## src/hdl/smpq_pkg.sv

```systemverilog
// Shared constants, types and codes of the stable max-first priority queue.
`timescale 1ns / 1ps

package smpq_pkg;

  localparam int DEPTH  = 64;
  localparam int DATA_W = 32;
  localparam int PRIO_W = 32;
  localparam int OCC_W  = 7;
  localparam int CNT_W  = $clog2(DEPTH + 1);

  localparam logic ACT_ENQ = 1'b0;
  localparam logic ACT_DEQ = 1'b1;

  localparam logic [1:0] ST_OK    = 2'd0;
  localparam logic [1:0] ST_FULL  = 2'd1;
  localparam logic [1:0] ST_EMPTY = 2'd2;

  localparam logic [DATA_W-1:0] DATA_NONE  = '1;
  localparam logic [DATA_W-1:0] DATA_ZERO  = '0;

  typedef struct packed {
    logic [DATA_W-1:0] data;
    logic [PRIO_W-1:0] prio;
  } entry_t;

  typedef struct packed {
    logic enq;
    logic deq;
  } cell_ctrl_t;

endpackage

```

## src/hdl/smpq_cell.sv

```systemverilog
// One slot of the sorted queue: keeps, takes a new pair, or shifts with a neighbor.
`timescale 1ns / 1ps

module smpq_cell (
  input  logic                 clk,
  input  smpq_pkg::cell_ctrl_t ctrl,
  input  logic                 slot_valid,
  input  smpq_pkg::entry_t     new_e,
  input  smpq_pkg::entry_t     prev_e,
  input  logic                 prev_ge,
  input  smpq_pkg::entry_t     next_e,
  output smpq_pkg::entry_t     cur_e,
  output logic                 ge
);
  import smpq_pkg::*;

  entry_t entry_r;
  entry_t entry_nxt;

  // A stored entry at or above the new priority stays ahead of it, which keeps
  // equal priorities in arrival order.
  assign ge    = slot_valid && ($signed(entry_r.prio) >= $signed(new_e.prio));
  assign cur_e = entry_r;

  always_comb begin
    entry_nxt = entry_r;
    if (ctrl.enq) begin
      if (!ge) begin
        entry_nxt = prev_ge ? new_e : prev_e;
      end
    end else if (ctrl.deq) begin
      entry_nxt = next_e;
    end
  end

  always_ff @(posedge clk) begin
    entry_r <= entry_nxt;
  end

endmodule

```

## config.mk

```make
export PLATFORM = sky130hd
export DESIGN_NAME = smpq_cell
export DESIGN_NICKNAME = d
export VERILOG_FILES = /design/src/hdl/smpq_pkg.sv /design/src/hdl/smpq_cell.sv
export SDC_FILE = /design/constraint.sdc
export NUM_CORES = 1
export LEC_CHECK = 0
export BUFFER_PORTS_ARGS = -buffer_cell sky130_fd_sc_hd__buf_2
export CAP_MARGIN = 5
export CORE_MARGIN = 4
export CORE_UTILIZATION = 25
export CTS_CLUSTER_DIAMETER = 40
export DETAILED_ROUTE_END_ITERATION = 7
export GPL_TIMING_DRIVEN = 0
export SLEW_MARGIN = 20
export SYNTH_ARGS = -nofsm -noshare
export SYNTH_HDL_FRONTEND = slang
export SYNTH_SLANG_ARGS = --single-unit
```

## constraint.sdc

```tcl
create_clock -name clk -period 4.2 [get_ports clk]
set_input_delay 0.21 -clock clk [delete_from_list [all_inputs] [get_ports clk]]
set_output_delay 0.21 -clock clk [all_outputs]
set_load 0.01 [all_outputs]
```

---- After elaboration in Yosys (flattened, before gate mapping) ----
Index checks and enable logic that the tools add are counted.
storage, ports and cells
  flip-flop bits (word level) ............. 64
  input port bits ......................... 197
  logic and storage cells ................. 11
cells by class
  magnitude comparators ................... 1
  equal/unequal tests ..................... 1
  mux-type cells .......................... 4
  reduce and logical (&&, ||, !) cells .... 3
operators by type and width
  kind                number
  $mux 64             4
  $ge 32x32->1        1
  $ne 2x2->1 const B  1
  $reduce_and 2->1    1
  $reduce_bool 2->1   1
  $logic_and 1x1->1   1

---- Depth between registers and ports, before layout ----
  word-level depth ........................ 4
  mapped depth ............................ 8

---- Worst setup path after synthesis ----
No wires, ideal clock.
  path kind ............................... reg-to-reg
  start ................................... register entry_r (netlist bit cur_e[14])
  end ..................................... register entry_r (netlist bit cur_e[0]) (enable)
  arrival time ............................ 3.369 ns
  data required time ...................... 3.768 ns
  path slack .............................. 0.398 ns
  stages on the path, launching flop included .. 8
  path buffers ............................ 0
  period minus slack after synthesis ...... 3.802 ns
  cell sequence ........................... edfxtp_1 ha_1 and4_4 a211oi_2 o21ai_1 o32ai_1 nor3b_2 o32a_1
on the way
  cells in the longest elaborated chain, start to end .. 4
RTL lines
  item                        line             source
  start: declaration          smpq_cell.sv:17  entry_t entry_r;
  start signal: assignment    smpq_cell.sv:37  entry_r <= entry_nxt;
  $ge 32x32->1                smpq_cell.sv:22  assign ge = slot_valid && ($signed(entry_r.prio) >= $signed(new_e.prio));
  $logic_and 1x1->1           smpq_cell.sv:22
  $ne 2x2->1 (no line)        n/a
  $reduce_and 2->1 (no line)  n/a
No other way between the ends.
A chain may end at the register's enable or synchronous reset.

---- Worst setup path in the final report ----
  start ................................... register entry_r (netlist bit cur_e[27])
  end ..................................... register entry_r (netlist bit cur_e[39]) (enable)
The elaborated chain is that of the path after synthesis.

==> flow_summary.yaml <==
outcome:
  status: "finished, final reports clean"
drt:
  firstDrtPassIters: 4
  drt-initial-drc-count: 140
  drc: 0
  post_drt_wl_per_cell_um: 15.5
  vias_per_cell: 4.40
  ant_nets: 0
  wl_um: 13700
  vias: 3900
sta:
  finalCritPeriodShare: 0.642
  setup_violations: 0
  slew_headroom: 0.481
  clock_skew_ns: 0.00824
  finalHoldViolCount: 0
  worst_pin_slew_ns: 0.778
  fin_setup_tns_ns: 0
  max_freq_mhz: 371
  setup_ws_ns: 1.50
  post-route-min-period_ns: 2.70
  maxSlewViolCount: 0
  rsz0062_at_grt: "false"
synthesis:
  avgSynthCellArea_um2: 10.4
  ys_seq_area_frac: 0.471
  yosysWarnings: 0
  synth_nets: 623
  ys_ff_latch: 64
  yosys.cell_types.count: 33
  syn-instance-count: 394
  netlist_area_um2: 4080
cts:
  path_clk_slew_ns: 0.06
  htreeDepth: 3
  insertion_delay_ns: 0.34
  ctsLongestPathBuffers: 2
  cts_hold_buffers: 0
  cts_tree: "done"
  clock_sinks: 64
  cts_buffers: 9
  cts_root_buffer: "clkbuf_16"
  post_cts_buffers: 0
  ctsResizeCount: 0
global_route:
  grt_pass1_wl_um: 20400
  grt_max_degree: 32
  first_global_vias: 3964
  track_usage: 0.145
  antenna_found_initial: 0
  overflow: 0
die:
  fp.dieH_um: 136
  rows: 46
  pin_count: 262
  start_util: 0.256
  coreArea_um2: 15900
  die_w_um: 136
  die_area_um2: 18400
critical_path:
  rr_endpoint: "cur_e[39]$_DFFE_PP_"
  start_kind: "flop"
  worst_ep_arrival_time_ns: 2.77
  cp_max_fo: 31
  end_kind: "flop"
  critPathMaxStageDelay_ns: 0.51
  r2r-start: "cur_e[27]$_DFFE_PP_"
  cpLargestDelayFamily: "simple AND/OR/NAND/NOR gates"
  worst-path-buf-inv: 1
  path_depth: 8
  timing.reg2reg.setup_slack_ns: 1.50
  critical_path.startpoint: "cur_e[27]$_DFFE_PP_"
  path_class: "flop to flop"
  cp_cell_sequence: "ha_1 -> nand4_1 -> nor4b_2 -> nand2_1 -> o31ai_2 -> nor3b_2 -> o32a_2 -> buf_12"
  cp_slowest_cell: "o32a_2"
  worstRegToRegCells: 8
  worstPathRequired_ns: 4.28
  crit_end: "cur_e[39]$_DFFE_PP_"
cells_and_area:
  antenna_cells: 0
  largest_reg_flops: 64
  fin_util: 0.376
  fin_cells: 887
  layout_common_cells: "buf_2 (265), a21oi_1 (76), nor2_1 (65), mux2i_1 (64), edfxtp_1 (64)"
  final_common_cell: "buf_2"
  layout.nets: 895
  final_layout_size_suffix_gt1_frac: 0.431
  areaGrowthSynthToFinish_pct: 47.1
worst_hold_path:
  hold_depth: 3
  hold_class: "input port to flop"
placed_design:
  pre_cts_ws_ns: 1.45
  port_buffers: 259
  dp_hpwl_um: 11300
  dp.cells: 871
  routabilityCongestion: 0.841
power:
  leakage_nw: 2.95
  ir_drop_mv: 0.156
  power_mw: 2.11
  powerDensity_nw_per_um2: 352
flow_run:
  cap_violations: 0
==> cell families after synthesis <==
| group | synth area share |
|---|---|
| DFF | 0.471 |
| muxes | 0.157 |
| buffers and inverters | 0.0506 |
| adders and majority gates | 0.0981 |
| and+or+nand+nor | 0.100 |
| AOI/OAI and AO/OA | 0.123 |
==> how the worst min path moves through the flow <==
stage          startpoint  slack (ns)             endpoint
2_1_floorplan   next_e[0]        0.44   cur_e[0]$_DFFE_PP_
3_3_place_gp   next_e[44]        0.53  cur_e[44]$_DFFE_PP_
3_5_place_dp   next_e[57]        0.53  cur_e[57]$_DFFE_PP_
4_1_cts        next_e[57]        0.17  cur_e[57]$_DFFE_PP_
5_1_grt        next_e[61]        0.19  cur_e[61]$_DFFE_PP_
6_report       next_e[57]        0.19  cur_e[57]$_DFFE_PP_
==> metal layers <==
layer  routed length, um  up-vias  track usage
met3                1400       18       0.0498
met4                 318        0       0.0605
met1                5500     1742        0.170
met2                6510      172        0.241
met5                   0        -            0
li1                    -     1968            -
==> metrics by stage <==
step,area [um2],hold WS (ns)
finish,6000,0.192
detailed placement,5690,0.532
global route,6000,0.192
floorplan,4080,0.436
CTS,6000,0.171
global placement,5650,0.529
==> report_power, final <==
group	switching, mW	internal [mW]
Combinational	0.265	0.224
Clock	0.287	0.517
Sequential	0.0251	0.794
==> synth_stat cells (all sizes together) <==
cell type | instances | share of area
buf | 9 | 0.010
nand4 | 4 | 0.0061
nor3b | 2 | 0.0049
o21a | 1 | 0.0018
inv | 32 | 0.029
nand2b | 1 | 0.0015
a21oi | 76 | 0.093
o32ai | 1 | 0.0021
nor3 | 1 | 0.0012
o2bb2ai | 1 | 0.0021
and3 | 1 | 0.0015
and4 | 3 | 0.0071
mux2i | 64 | 0.16
o32a | 1 | 0.0025
nand3 | 2 | 0.0037
nor4b | 1 | 0.0037
clkbuf | 12 | 0.011
nand2 | 8 | 0.0074
a21o | 2 | 0.0037
o211ai | 1 | 0.0018
o31ai | 1 | 0.0031
o21ai | 4 | 0.0049
nor2b | 2 | 0.0031
edfxtp | 64 | 0.47
nor2 | 65 | 0.060
ha | 32 | 0.098
a211oi | 3 | 0.0080
==> cell type report <==
type	instances	area, um2
clock buffers	10	229
well taps	216	270
flip-flops and latches	64	1920
repair buffers	261	1340
clock inverters	6	83.8
plain buffers	21	86.3
multi-input cells	277	1950
inverters	32	120
fillers	1618	9940
==> worst reg2reg max path: stages, from the launching register on <==
cell,delay [ns]
edfxtp_1,0.39
ha_1,0.34
nand4_1,0.18
nor4b_2,0.39
nand2_1,0.11
o31ai_2,0.22
nor3b_2,0.08
o32a_2,0.51
buf_12,0.22
Note: power is estimated with default switching activity, not from simulation.
